**src/hdl/jbl_pkg.sv**
```systemverilog
`default_nettype none
// ----------------------------------------------------------------------------
// jbl_pkg
// Types, codes and helper functions for the JSON byte lexer.
// ----------------------------------------------------------------------------
package jbl_pkg;

  // default width of position and length counters
  localparam int unsigned POS_WIDTH_DEF = 16;

  // width of position and length fields on the result stream
  localparam int unsigned FIELD_WIDTH = 16;

  // result queue depth and its counter widths
  localparam int unsigned RES_DEPTH = 4;
  localparam int unsigned RES_PTR_W = $clog2(RES_DEPTH);
  localparam int unsigned RES_CNT_W = $clog2(RES_DEPTH + 1);

  // bytes below this value are control bytes, illegal inside strings
  localparam logic [7:0] CTRL_LIMIT = 8'h20;
  localparam logic [7:0] CH_QUOTE   = 8'h22;
  localparam logic [7:0] CH_BSLASH  = 8'h5C;
  localparam logic [7:0] CH_NUL     = 8'h00;

  // escape counter: idle, after backslash, first hex digit, end of \uXXXX
  localparam logic [2:0] ESC_NONE    = 3'd0;
  localparam logic [2:0] ESC_BSLASH  = 3'd1;
  localparam logic [2:0] ESC_HEX0    = 3'd2;
  localparam logic [2:0] ESC_HEX_END = 3'd6;

  // token kinds
  localparam logic [3:0] K_OBJ_BEGIN = 4'd0;
  localparam logic [3:0] K_OBJ_END   = 4'd1;
  localparam logic [3:0] K_ARR_BEGIN = 4'd2;
  localparam logic [3:0] K_ARR_END   = 4'd3;
  localparam logic [3:0] K_COMMA     = 4'd4;
  localparam logic [3:0] K_COLON     = 4'd5;
  localparam logic [3:0] K_STRING    = 4'd6;
  localparam logic [3:0] K_PRIM      = 4'd7;
  localparam logic [3:0] K_INVALID   = 4'd8;
  localparam logic [3:0] K_NONE      = 4'd9;

  // lexer mode
  typedef enum logic [3:0] {
    M_IDLE = 4'b0001,
    M_STR  = 4'b0010,
    M_PRIM = 4'b0100,
    M_ERR  = 4'b1000
  } mode_t;

  // primitive recogniser state
  typedef enum logic [19:0] {
    L_INIT  = 20'h00001,
    L_N     = 20'h00002,
    L_NU    = 20'h00004,
    L_NUL   = 20'h00008,
    L_T     = 20'h00010,
    L_TR    = 20'h00020,
    L_TRU   = 20'h00040,
    L_F     = 20'h00080,
    L_FA    = 20'h00100,
    L_FAL   = 20'h00200,
    L_FALS  = 20'h00400,
    L_SIGN  = 20'h00800,
    L_ZERO  = 20'h01000,
    L_INT   = 20'h02000,
    L_DOT   = 20'h04000,
    L_FRAC  = 20'h08000,
    L_EXP   = 20'h10000,
    L_ESIGN = 20'h20000,
    L_EDIG  = 20'h40000,
    L_DONE  = 20'h80000
  } lit_t;

  // one result item
  typedef struct packed {
    logic [3:0]             kind;
    logic [FIELD_WIDTH-1:0] start;
    logic [FIELD_WIDTH-1:0] length;
    logic                   doc_end;
    logic                   run_end;
  } res_t;

  // outcome of one byte fed to the primitive recogniser
  typedef struct packed {
    logic bad;      // byte rejects the primitive
    logic emit_ok;  // primitive ended before this byte, byte is lexed again
    logic done;     // byte completes a literal
    lit_t nx;
  } prim_out_t;

  function automatic logic is_digit(input logic [7:0] c);
    return (c >= "0") && (c <= "9");
  endfunction

  function automatic logic is_hex(input logic [7:0] c);
    return is_digit(c) || ((c >= "a") && (c <= "f")) || ((c >= "A") && (c <= "F"));
  endfunction

  function automatic lit_t lit_next(input lit_t s, input logic [7:0] c);
    logic e;
    lit_t nx;
    e  = (c == "e") || (c == "E");
    nx = L_INIT;
    case (s)
      L_INIT: begin
        if (c == "n") nx = L_N;
        else if (c == "t") nx = L_T;
        else if (c == "f") nx = L_F;
        else if (c == "-") nx = L_SIGN;
        else if (c == "0") nx = L_ZERO;
        else if (is_digit(c)) nx = L_INT;
      end
      L_SIGN: begin
        if (c == "0") nx = L_ZERO;
        else if (is_digit(c)) nx = L_INT;
      end
      L_INT: begin
        if (is_digit(c)) nx = L_INT;
        else if (c == ".") nx = L_DOT;
        else if (e) nx = L_EXP;
      end
      L_ZERO: begin
        if (c == ".") nx = L_DOT;
        else if (e) nx = L_EXP;
      end
      L_DOT:  nx = is_digit(c) ? L_FRAC : L_INIT;
      L_FRAC: begin
        if (is_digit(c)) nx = L_FRAC;
        else if (e) nx = L_EXP;
      end
      L_EXP: begin
        if (is_digit(c)) nx = L_EDIG;
        else if ((c == "+") || (c == "-")) nx = L_ESIGN;
      end
      L_ESIGN, L_EDIG: nx = is_digit(c) ? L_EDIG : L_INIT;
      L_N:    nx = (c == "u") ? L_NU   : L_INIT;
      L_NU:   nx = (c == "l") ? L_NUL  : L_INIT;
      L_NUL:  nx = (c == "l") ? L_DONE : L_INIT;
      L_T:    nx = (c == "r") ? L_TR   : L_INIT;
      L_TR:   nx = (c == "u") ? L_TRU  : L_INIT;
      L_TRU:  nx = (c == "e") ? L_DONE : L_INIT;
      L_F:    nx = (c == "a") ? L_FA   : L_INIT;
      L_FA:   nx = (c == "l") ? L_FAL  : L_INIT;
      L_FAL:  nx = (c == "s") ? L_FALS : L_INIT;
      L_FALS: nx = (c == "e") ? L_DONE : L_INIT;
      default: nx = L_INIT;
    endcase
    return nx;
  endfunction

  // states in which the text so far is a complete number
  function automatic logic lit_complete(input lit_t s);
    return (s == L_INT) || (s == L_ZERO) || (s == L_FRAC) || (s == L_EDIG);
  endfunction

  function automatic prim_out_t prim_eval(input lit_t s, input logic [7:0] c);
    prim_out_t o;
    o.bad     = 1'b0;
    o.emit_ok = 1'b0;
    o.done    = 1'b0;
    o.nx      = lit_next(s, c);
    if (c == CH_NUL) begin
      o.bad = 1'b1;
    end else if (o.nx == L_INIT) begin
      if (lit_complete(s)) o.emit_ok = 1'b1;
      else o.bad = 1'b1;
    end else begin
      o.done = (o.nx == L_DONE);
    end
    return o;
  endfunction

endpackage
`default_nettype wire

```
**src/hdl/json_byte_lexer.sv**
```systemverilog
`default_nettype none
// ----------------------------------------------------------------------------
// json_byte_lexer
// Streaming JSON tokenizer: one document byte in, zero to two tokens out.
// ----------------------------------------------------------------------------
// channel   dir  tdata                              tuser                  tlast
// s_axis    in   [7:0] text byte                    -                      doc_last
// m_axis    out  [15:0] token_start,                [3:0] token_kind,      doc_end
//                [31:16] token_length               [4] run_end
//
// One byte is taken every cycle unless s_axis_tready is low; a byte goes from
// the input register through the lexer logic into a four-entry result queue,
// from which its tokens are offered in order. A byte that yields two tokens
// has them offered one after the other; the queue absorbs this. s_axis_tready
// drops while a byte is held and fewer than two queue slots are free. Reset
// (rst, synchronous) empties both stages and returns the lexer to the start
// of a document.
// ----------------------------------------------------------------------------
module json_byte_lexer #(
  parameter int unsigned POS_WIDTH = jbl_pkg::POS_WIDTH_DEF
) (
  input  wire logic        clk,
  input  wire logic        rst,
  // input byte stream
  input  wire logic        s_axis_tvalid,
  output logic             s_axis_tready,
  input  wire logic [7:0]  s_axis_tdata,   // [7:0] text_byte
  input  wire logic        s_axis_tlast,   // doc_last
  // token stream
  output logic             m_axis_tvalid,
  input  wire logic        m_axis_tready,
  output logic [31:0]      m_axis_tdata,   // [15:0] token_start, [31:16] token_length
  output logic [4:0]       m_axis_tuser,   // [3:0] token_kind, [4] run_end
  output logic             m_axis_tlast    // doc_end
);
  import jbl_pkg::*;

  localparam logic [RES_CNT_W-1:0] ROOM_LIMIT = RES_CNT_W'(RES_DEPTH - 2);

  // saturating increment of a position counter
  function automatic logic [POS_WIDTH-1:0] sat_inc(input logic [POS_WIDTH-1:0] v);
    return (&v) ? v : v + 1'b1;
  endfunction

  // fit a counter into a result field
  function automatic logic [FIELD_WIDTH-1:0] to_field(input logic [POS_WIDTH-1:0] v);
    logic [POS_WIDTH+FIELD_WIDTH-1:0] ext;
    ext = {{FIELD_WIDTH{1'b0}}, v};
    return ext[FIELD_WIDTH-1:0];
  endfunction

  function automatic res_t mk_res(input logic [3:0] kind,
                                  input logic [POS_WIDTH-1:0] st,
                                  input logic [POS_WIDTH-1:0] len);
    res_t r;
    r.kind    = kind;
    r.start   = to_field(st);
    r.length  = to_field(len);
    r.doc_end = 1'b0;
    r.run_end = 1'b0;
    return r;
  endfunction

  // input register
  logic       in_valid;
  logic [7:0] in_byte;
  logic       in_last;

  // lexer state
  mode_t                mode, mode_next;
  logic [2:0]           esc, esc_next;
  lit_t                 lit, lit_next_q;
  logic [POS_WIDTH-1:0] pos, pos_next;
  logic [POS_WIDTH-1:0] spos, spos_next;
  logic [POS_WIDTH-1:0] rlen, rlen_next;

  // result queue
  res_t                 fifo [RES_DEPTH];
  logic [RES_PTR_W-1:0] wr_ptr, rd_ptr;
  logic [RES_CNT_W-1:0] count, count_next;

  // lexer outputs for the held byte
  res_t       res [2];
  logic [1:0] res_n;
  logic       relex;
  logic       tail_idx;
  prim_out_t  po_cont, po_new;

  logic room, advance, pop;
  logic [RES_CNT_W-1:0] push_cnt;

  assign room          = (count <= ROOM_LIMIT);
  assign advance       = in_valid && room;
  assign s_axis_tready = !in_valid || room;
  assign pop           = m_axis_tvalid && m_axis_tready;

  // input register
  always_ff @(posedge clk) begin
    if (rst) begin
      in_valid <= 1'b0;
    end else if (s_axis_tvalid && s_axis_tready) begin
      in_valid <= 1'b1;
    end else if (advance) begin
      in_valid <= 1'b0;
    end
    if (s_axis_tvalid && s_axis_tready) begin
      in_byte <= s_axis_tdata;
      in_last <= s_axis_tlast;
    end
  end

  // recogniser outcomes: continuing a primitive, or starting one on this byte
  assign po_cont = prim_eval(lit, in_byte);
  assign po_new  = prim_eval(L_INIT, in_byte);

  // lexer step for the held byte
  always_comb begin
    mode_next  = mode;
    esc_next   = esc;
    lit_next_q = lit;
    pos_next   = pos;
    spos_next  = spos;
    rlen_next  = rlen;
    res[0]     = mk_res(K_NONE, '0, '0);
    res[1]     = mk_res(K_NONE, '0, '0);
    res_n      = 2'd0;
    relex      = 1'b0;
    tail_idx   = 1'b0;

    case (mode)
      // inside a string
      M_STR: begin
        if (esc == ESC_NONE) begin
          if (in_byte == CH_QUOTE) begin
            res[res_n[0]] = mk_res(K_STRING, spos, rlen);
            res_n         = res_n + 2'd1;
            mode_next     = M_IDLE;
          end else if (in_byte < CTRL_LIMIT) begin
            res[res_n[0]] = mk_res(K_INVALID, spos, rlen);
            res_n         = res_n + 2'd1;
            mode_next     = M_ERR;
          end else begin
            if (in_byte == CH_BSLASH) esc_next = ESC_BSLASH;
            rlen_next = sat_inc(rlen);
          end
        end else if (esc == ESC_BSLASH) begin
          if ((in_byte == CH_QUOTE) || (in_byte == "n") || (in_byte == CH_BSLASH) ||
              (in_byte == "/") || (in_byte == "t") || (in_byte == "r") ||
              (in_byte == "b") || (in_byte == "f")) begin
            esc_next  = ESC_NONE;
            rlen_next = sat_inc(rlen);
          end else if (in_byte == "u") begin
            esc_next  = ESC_HEX0;
            rlen_next = sat_inc(rlen);
          end else begin
            res[res_n[0]] = mk_res(K_INVALID, spos, rlen);
            res_n         = res_n + 2'd1;
            mode_next     = M_ERR;
          end
        end else begin
          if (is_hex(in_byte)) begin
            esc_next  = (esc + 3'd1 >= ESC_HEX_END) ? ESC_NONE : esc + 3'd1;
            rlen_next = sat_inc(rlen);
          end else begin
            res[res_n[0]] = mk_res(K_INVALID, spos, rlen);
            res_n         = res_n + 2'd1;
            mode_next     = M_ERR;
          end
        end
      end
      // inside a primitive
      M_PRIM: begin
        if (po_cont.bad) begin
          res[res_n[0]] = mk_res(K_INVALID, spos, rlen);
          res_n         = res_n + 2'd1;
          mode_next     = M_ERR;
        end else if (po_cont.emit_ok) begin
          res[res_n[0]] = mk_res(K_PRIM, spos, rlen);
          res_n         = res_n + 2'd1;
          mode_next     = M_IDLE;
          relex         = 1'b1;
        end else begin
          rlen_next = sat_inc(rlen);
          if (po_cont.done) begin
            res[res_n[0]] = mk_res(K_PRIM, spos, rlen_next);
            res_n         = res_n + 2'd1;
            mode_next     = M_IDLE;
          end else begin
            lit_next_q = po_cont.nx;
          end
        end
      end
      default: begin
      end
    endcase

    // between tokens, or the byte that ended a number
    if ((mode == M_IDLE) || relex) begin
      case (in_byte)
        " ", "\t", "\r", "\n": begin
        end
        "{": begin
          res[res_n[0]] = mk_res(K_OBJ_BEGIN, pos, POS_WIDTH'(1));
          res_n         = res_n + 2'd1;
        end
        "}": begin
          res[res_n[0]] = mk_res(K_OBJ_END, pos, POS_WIDTH'(1));
          res_n         = res_n + 2'd1;
        end
        "[": begin
          res[res_n[0]] = mk_res(K_ARR_BEGIN, pos, POS_WIDTH'(1));
          res_n         = res_n + 2'd1;
        end
        "]": begin
          res[res_n[0]] = mk_res(K_ARR_END, pos, POS_WIDTH'(1));
          res_n         = res_n + 2'd1;
        end
        ",": begin
          res[res_n[0]] = mk_res(K_COMMA, pos, POS_WIDTH'(1));
          res_n         = res_n + 2'd1;
        end
        ":": begin
          res[res_n[0]] = mk_res(K_COLON, pos, POS_WIDTH'(1));
          res_n         = res_n + 2'd1;
        end
        CH_QUOTE: begin
          mode_next = M_STR;
          spos_next = sat_inc(pos);
          rlen_next = '0;
          esc_next  = ESC_NONE;
        end
        default: begin
          // first byte of a primitive
          spos_next = pos;
          if (po_new.bad) begin
            res[res_n[0]] = mk_res(K_INVALID, pos, '0);
            res_n         = res_n + 2'd1;
            mode_next     = M_ERR;
            rlen_next     = '0;
          end else begin
            mode_next  = M_PRIM;
            rlen_next  = POS_WIDTH'(1);
            lit_next_q = po_new.nx;
          end
        end
      endcase
    end

    // end of document closes any pending token
    if (in_last) begin
      if (mode_next == M_STR) begin
        res[res_n[0]] = mk_res(K_INVALID, spos_next, rlen_next);
        res_n         = res_n + 2'd1;
      end else if (mode_next == M_PRIM) begin
        res[res_n[0]] = mk_res(lit_complete(lit_next_q) ? K_PRIM : K_INVALID,
                               spos_next, rlen_next);
        res_n         = res_n + 2'd1;
      end
      if (res_n == 2'd0) begin
        res[0] = mk_res(K_NONE, '0, '0);
        res_n  = 2'd1;
      end
      mode_next  = M_IDLE;
      esc_next   = ESC_NONE;
      lit_next_q = L_INIT;
      pos_next   = '0;
      spos_next  = '0;
      rlen_next  = '0;
    end else begin
      pos_next = sat_inc(pos);
    end

    // flags on the final item of this byte
    if (res_n != 2'd0) begin
      tail_idx              = ~res_n[0];
      res[tail_idx].run_end = 1'b1;
      res[tail_idx].doc_end = in_last;
    end
  end

  // lexer state registers
  always_ff @(posedge clk) begin
    if (rst) begin
      mode <= M_IDLE;
      esc  <= ESC_NONE;
      lit  <= L_INIT;
      pos  <= '0;
      spos <= '0;
      rlen <= '0;
    end else if (advance) begin
      mode <= mode_next;
      esc  <= esc_next;
      lit  <= lit_next_q;
      pos  <= pos_next;
      spos <= spos_next;
      rlen <= rlen_next;
    end
  end

  // result queue
  assign push_cnt   = advance ? RES_CNT_W'(res_n) : '0;
  assign count_next = count + push_cnt - RES_CNT_W'(pop);

  always_ff @(posedge clk) begin
    if (rst) begin
      wr_ptr <= '0;
      rd_ptr <= '0;
      count  <= '0;
    end else begin
      wr_ptr <= wr_ptr + push_cnt[RES_PTR_W-1:0];
      if (pop) rd_ptr <= rd_ptr + 1'b1;
      count <= count_next;
    end
  end

  always_ff @(posedge clk) begin
    if (advance && (res_n != 2'd0)) fifo[wr_ptr] <= res[0];
    if (advance && (res_n == 2'd2)) fifo[wr_ptr + 1'b1] <= res[1];
  end

  // result stream
  assign m_axis_tvalid = (count != '0);
  assign m_axis_tdata  = {fifo[rd_ptr].length, fifo[rd_ptr].start};
  assign m_axis_tuser  = {fifo[rd_ptr].run_end, fifo[rd_ptr].kind};
  assign m_axis_tlast  = fifo[rd_ptr].doc_end;

`ifndef SYNTHESIS
  // queue never holds more than its depth
  a_count_bound: assert property (@(posedge clk) disable iff (rst)
    count <= RES_CNT_W'(RES_DEPTH))
    else $error("result queue overfilled");

  // the final byte of a document always yields a result
  a_last_yields: assert property (@(posedge clk) disable iff (rst)
    advance && in_last |-> res_n != 2'd0)
    else $error("document end produced no item");

  // the lexer returns to document start after the final byte
  a_last_resets: assert property (@(posedge clk) disable iff (rst)
    advance && in_last |=> mode == M_IDLE && pos == '0 && rlen == '0)
    else $error("lexer state not cleared at document end");

  // error mode holds until the document ends
  a_err_sticky: assert property (@(posedge clk) disable iff (rst)
    advance && !in_last && mode == M_ERR |=> mode == M_ERR)
    else $error("left error mode before document end");
`endif

endmodule
`default_nettype wire
```
**config.mk**
```make
export PLATFORM = sky130hd
export DESIGN_NAME = json_byte_lexer
export DESIGN_NICKNAME = d
export VERILOG_FILES = /design/src/hdl/jbl_pkg.sv /design/src/hdl/json_byte_lexer.sv
export SDC_FILE = /design/constraint.sdc
export NUM_CORES = 1
export LEC_CHECK = 0
export ABC_AREA = 1
export BUFFER_PORTS_ARGS = -buffer_cell sky130_fd_sc_hd__buf_2
export CAP_MARGIN = 25
export CORE_MARGIN = 4
export CORE_UTILIZATION = 55
export DETAILED_ROUTE_END_ITERATION = 10
export HOLD_SLACK_MARGIN = 0.12
export PLACE_DENSITY_LB_ADDON = 0.12
export SYNTH_ARGS = -nofsm -noshare
export SYNTH_HDL_FRONTEND = slang
export SYNTH_SLANG_ARGS = --single-unit
```
**constraint.sdc**
```tcl
create_clock -name clk -period 10.9 [get_ports clk]
set_input_delay 2.18 -clock clk [delete_from_list [all_inputs] [get_ports clk]]
set_output_delay 2.18 -clock clk [all_outputs]
set_load 0.01 [all_outputs]
```
==> summary.md <==
The flow ran to the end, and the final reports show no timing, DRC or antenna violations. The number of buffers added by the clock tree synthesis step was 28. The number of antenna diodes in the final layout is 0.

At the end of routability-driven placement, the weighted congestion stood at 1.01. The net switching power came out at 0.901 mW. The critical path in this run is classified as reg2reg.

The via count of the first global-routing pass came out at 16,381. The setup clock skew after layout was 0.0222 ns. Leaving out fill and tap cells, the most frequent cells in the layout are 807 x nand2_1, 261 x inv_1, 240 x nor2_1.

The power density over cell area was 148 nW/um^2. Iteration-0 DRC count of the detailed router: 1,988. The largest net degree at the start of global routing is 82.

Combinational cells account for 24.0% of the total power. The worst setup path is captured at a flop. The initial cell density of the core is 56.2%, and the via density per instance is 5.78. After clock tree synthesis, the flow added hold-fix buffers numbering 0. After detailed routing, the total wire length is 56,100 um. The class of the worst hold path was reg2reg. After synthesis, the largest area contributor takes up 27.1% of total cell area. The run gives 148 MHz as the maximum frequency from static timing analysis. The DRC violations left was 0; the clock-pin transition on the worst setup and hold timing paths was 0.06 ns.

The tools report the timing startpoint of the critical path as in_byte[1]$_DFFE_PP_. The I/O pin count was 53; the synthesized area was 17,900 sq um. The endpoint of the most critical setup path is fifo[2][31]$_DFFE_PP_.

The proportion of power drawn by the clock network came out at 38.3%. The worst path needs 6.77 ns of the cycle, external delays included. In the post-route analysis, the smallest setup slack over all paths is 4.13 ns.

The most used flip-flop cell after synthesis was edfxtp_1. The latest clock arrival within the worst-skew pair came out at 0.57 ns. The largest individual stage delay along the critical path comes from the cell nand3_4. The post-cts resize count was 0; the total grt overflow was 0. After floorplanning, the core was divided into 65 placement rows.

Adding up every negative setup slack in the final design gives 0 ns. The top cell type by total area after synthesis was edfxtp_1. The number of nets still failing antenna checks after routing was 0; the number of flops mapped to enable cells by yosys was 161. The tree built by TritonCTS fans out to 246 sinks. The start of the worst register-to-register path is in_byte[1]$_DFFE_PP_. Measured along the y axis, the die boundary spans 188 um.

Synthesis inferred 246 register bits. The placed standard-cell area was 18,100 sq um; the net count after synthesis was 2,671. Fill cells in the final layout number 3,045.

The worst setup path is launched from a flop. The slew of the pin with the lowest slew margin was 1.04 ns. The peak ir drop on the vdd network is 0.118 mV, and the part of the power in registers is 37.7%.

The HPWL after detailed placement is 39,100 um. The cell sitting at the root of the clock tree is a clkbuf_16. Part of the cycle the worst path needs: 62.1%. In this design, the critical path's most frequently occurring cell is nand2_1.

Relative to the synthesized area, the layout overhead comes to 7.50%. The final count of hold timing violations was 0. Data on the critical path is required at its endpoint by 11.12 ns. The register-to-register setup slack was 4.13 ns.

For this run, the number of Yosys warnings is 0. Summing over every cut layer, the via total after detailed routing is 17,671. The highest net fanout along the worst path works out to 45. The first global-routing pass estimated 90,000 um of wire. The minimum setup slack after placement is 4.26 ns. Most frequent standard cell in the layout excluding fill and tap cells: nand2_1.

Reg-to-reg endpoint: fifo[2][31]$_DFFE_PP_. Setup violations remaining at the end of the flow were counted as 0. The global router's overall resource usage is 30.9%.

TritonCTS built the clock tree. The path depth of the worst reg2reg path works out to 25. In this run the static leakage power is 8.50 nW.

The number of buffers inserted by port buffering came out at 52. The floorplan die width came out at 188 um. Headroom to the max-slew limit came out at 30.8%. Cells with a size suffix above 1 make up 9.24% of the layout.

Cell internal power was estimated by the tool at 1.94 mW. The count of H-tree levels built during CTS was 1; the setup fix buffers added after clock tree synthesis was 0. The run gives 6 as the number of search-and-repair iterations in the first detailed-routing pass. For this run, the slowest stage of the critical path takes 0.61 ns. The logs give 0 for the number of antenna violations at the first check in global routing and 6.99 ns for the arrival time at the worst endpoint.

The part of the Yosys area used for sequential elements was 36.6%; the mean cell area of the mapped netlist was 6.75 sq um. Setup repair after global routing left no endpoint under its margin. Net switching is 31.8% of the power. Net count reported at finish: 2,624. After synthesis, the cell types taking the most area are edfxtp_1 27%, nand2_1 17%, dfxtp_1 9.5%. The floorplan step defined a die boundary enclosing 35,400 sq um.

The gate count of the mapped netlist came out at 2,645. The async set-or-reset flop fraction in the synthesized netlist is 0%. Counting along the longest clock path gives a buffer depth of 3. The number of maximum-capacitance violations is 0. Dividing the detail-routed wire length by the instance count gives 18.4 um.

The summed area of non-filler cells in the final layout is 19,200 sq um. The total area inside the core boundary comes to 31,800 sq um. Synthesis instantiated 63 different standard cells from the library. The total count of max-transition violations in the final report was 0.
## worst min-delay path by stage
stage | from | endpoint | cells after the start
global route | rd_ptr[0]$_SDFFE_PP0P_ | flop | 1
CTS | rd_ptr[0]$_SDFFE_PP0P_ | flop | 1
detailed placement | spos[6]$_SDFFE_PP0P_ | spos[6]$_SDFFE_PP0P_ | 2
global placement | spos[6]$_SDFFE_PP0P_ | spos[6]$_SDFFE_PP0P_ | 2
finish | spos[5]$_SDFFE_PP0P_ | spos[5]$_SDFFE_PP0P_ | 2
floorplan | rd_ptr[1]$_SDFFE_PP0P_ | flop | 2
## per-stage QoR
step | total power [mW] | hold slack [ns] | instances | utilization [%]
after floorplan | 1.56 | 0.436 | 2645 | -
after global placement | 1.75 | 0.453 | 2999 | 56.8
after detailed placement | 1.76 | 0.457 | 3001 | 56.9
after CTS | 2.84 | 0.457 | 3053 | 60.3
after global routing | 2.98 | 0.488 | 3055 | 60.4
final | 2.84 | 0.468 | 3055 | 60.4
## power by group through the flow
stage          Clock [mW]  Sequential (mW)  Combinational [mW]
2_1_floorplan           0             1.09               0.472
3_3_place_gp            0             1.09               0.658
3_5_place_dp            0             1.09               0.670
4_1_cts              1.10             1.07               0.673
5_1_grt              1.15             1.07               0.755
6_report             1.09             1.07               0.680
## cells in the mapped netlist (4+ instances only)
cell / number
o211ai_1: 21
edfxtp_1: 161
nor2_1: 242
o21ai_1: 46
or2_2: 4
o31ai_1: 6
nand3b_1: 4
nand2_1: 810
inv_1: 262
o221ai_1: 4
buf_2: 8
nor2_2: 16
o22ai_1: 58
a32o_1: 10
nand2_2: 21
nand3_1: 135
buf_6: 14
inv_2: 22
clkinv_1: 4
nor2_4: 12
nand4_1: 27
ha_1: 12
dfxtp_1: 85
o21ai_0: 223
buf_4: 18
nand3_2: 12
a31oi_1: 26
xor2_1: 15
nand2_4: 6
clkbuf_1: 105
nor3_1: 38
a22oi_1: 19
inv_4: 6
nand3_4: 6
a21oi_1: 144
## routing by layer
layer	GRT usage, %	part of all wire [%]
met5	0	0
met2	50.7	46
met3	3.95	7.3
met1	43.2	44
met4	8.58	2.6
## logic make-up after synthesis
| kind of cell | Yosys count | synth area share (%) |
|---|---|---|
| xor gates and xnor gates | 18 | 0.883 |
| AOI/OAI and AO/OA | 575 | 18.1 |
| DFF | 246 | 36.6 |
| and+or+nand+nor | 1350 | 32.9 |
| buffers and inverters | 443 | 10.5 |
| adders and majority gates | 13 | 0.953 |
## registers in the layout, summed over array words and instances, names as in the netlist, named ones only
name      flops
esc           3
mode          4
rlen         16
lit          20
rd_ptr        2
in_valid      1
spos         16
fifo        152
count         3
in_last       1
in_byte       8
pos          16
wr_ptr        2
## area by class of cell
class	count	area [sq um]	area share (%)
Multi-Input combinational cell	1956	9480	49.3
Sequential cell	246	6540	34.0
Inverter	296	1130	5.90
Clock buffer	35	767	3.99
Tap cell	435	544	2.83
Timing Repair Buffer	70	440	2.29
Clock inverter	17	307	1.60
## critical path, delay by kind of cell (launching register included)
kind                     cells  cell delay, ns
AND/OR/NAND/NOR             17            3.71
adder cells (fa/ha/maj)      1            0.21
AO/OA/AOI/OAI                1            0.54
flip-flops                   1            0.47
buffers and inverters        6            1.46
Power figures use the tool's default switching activity.
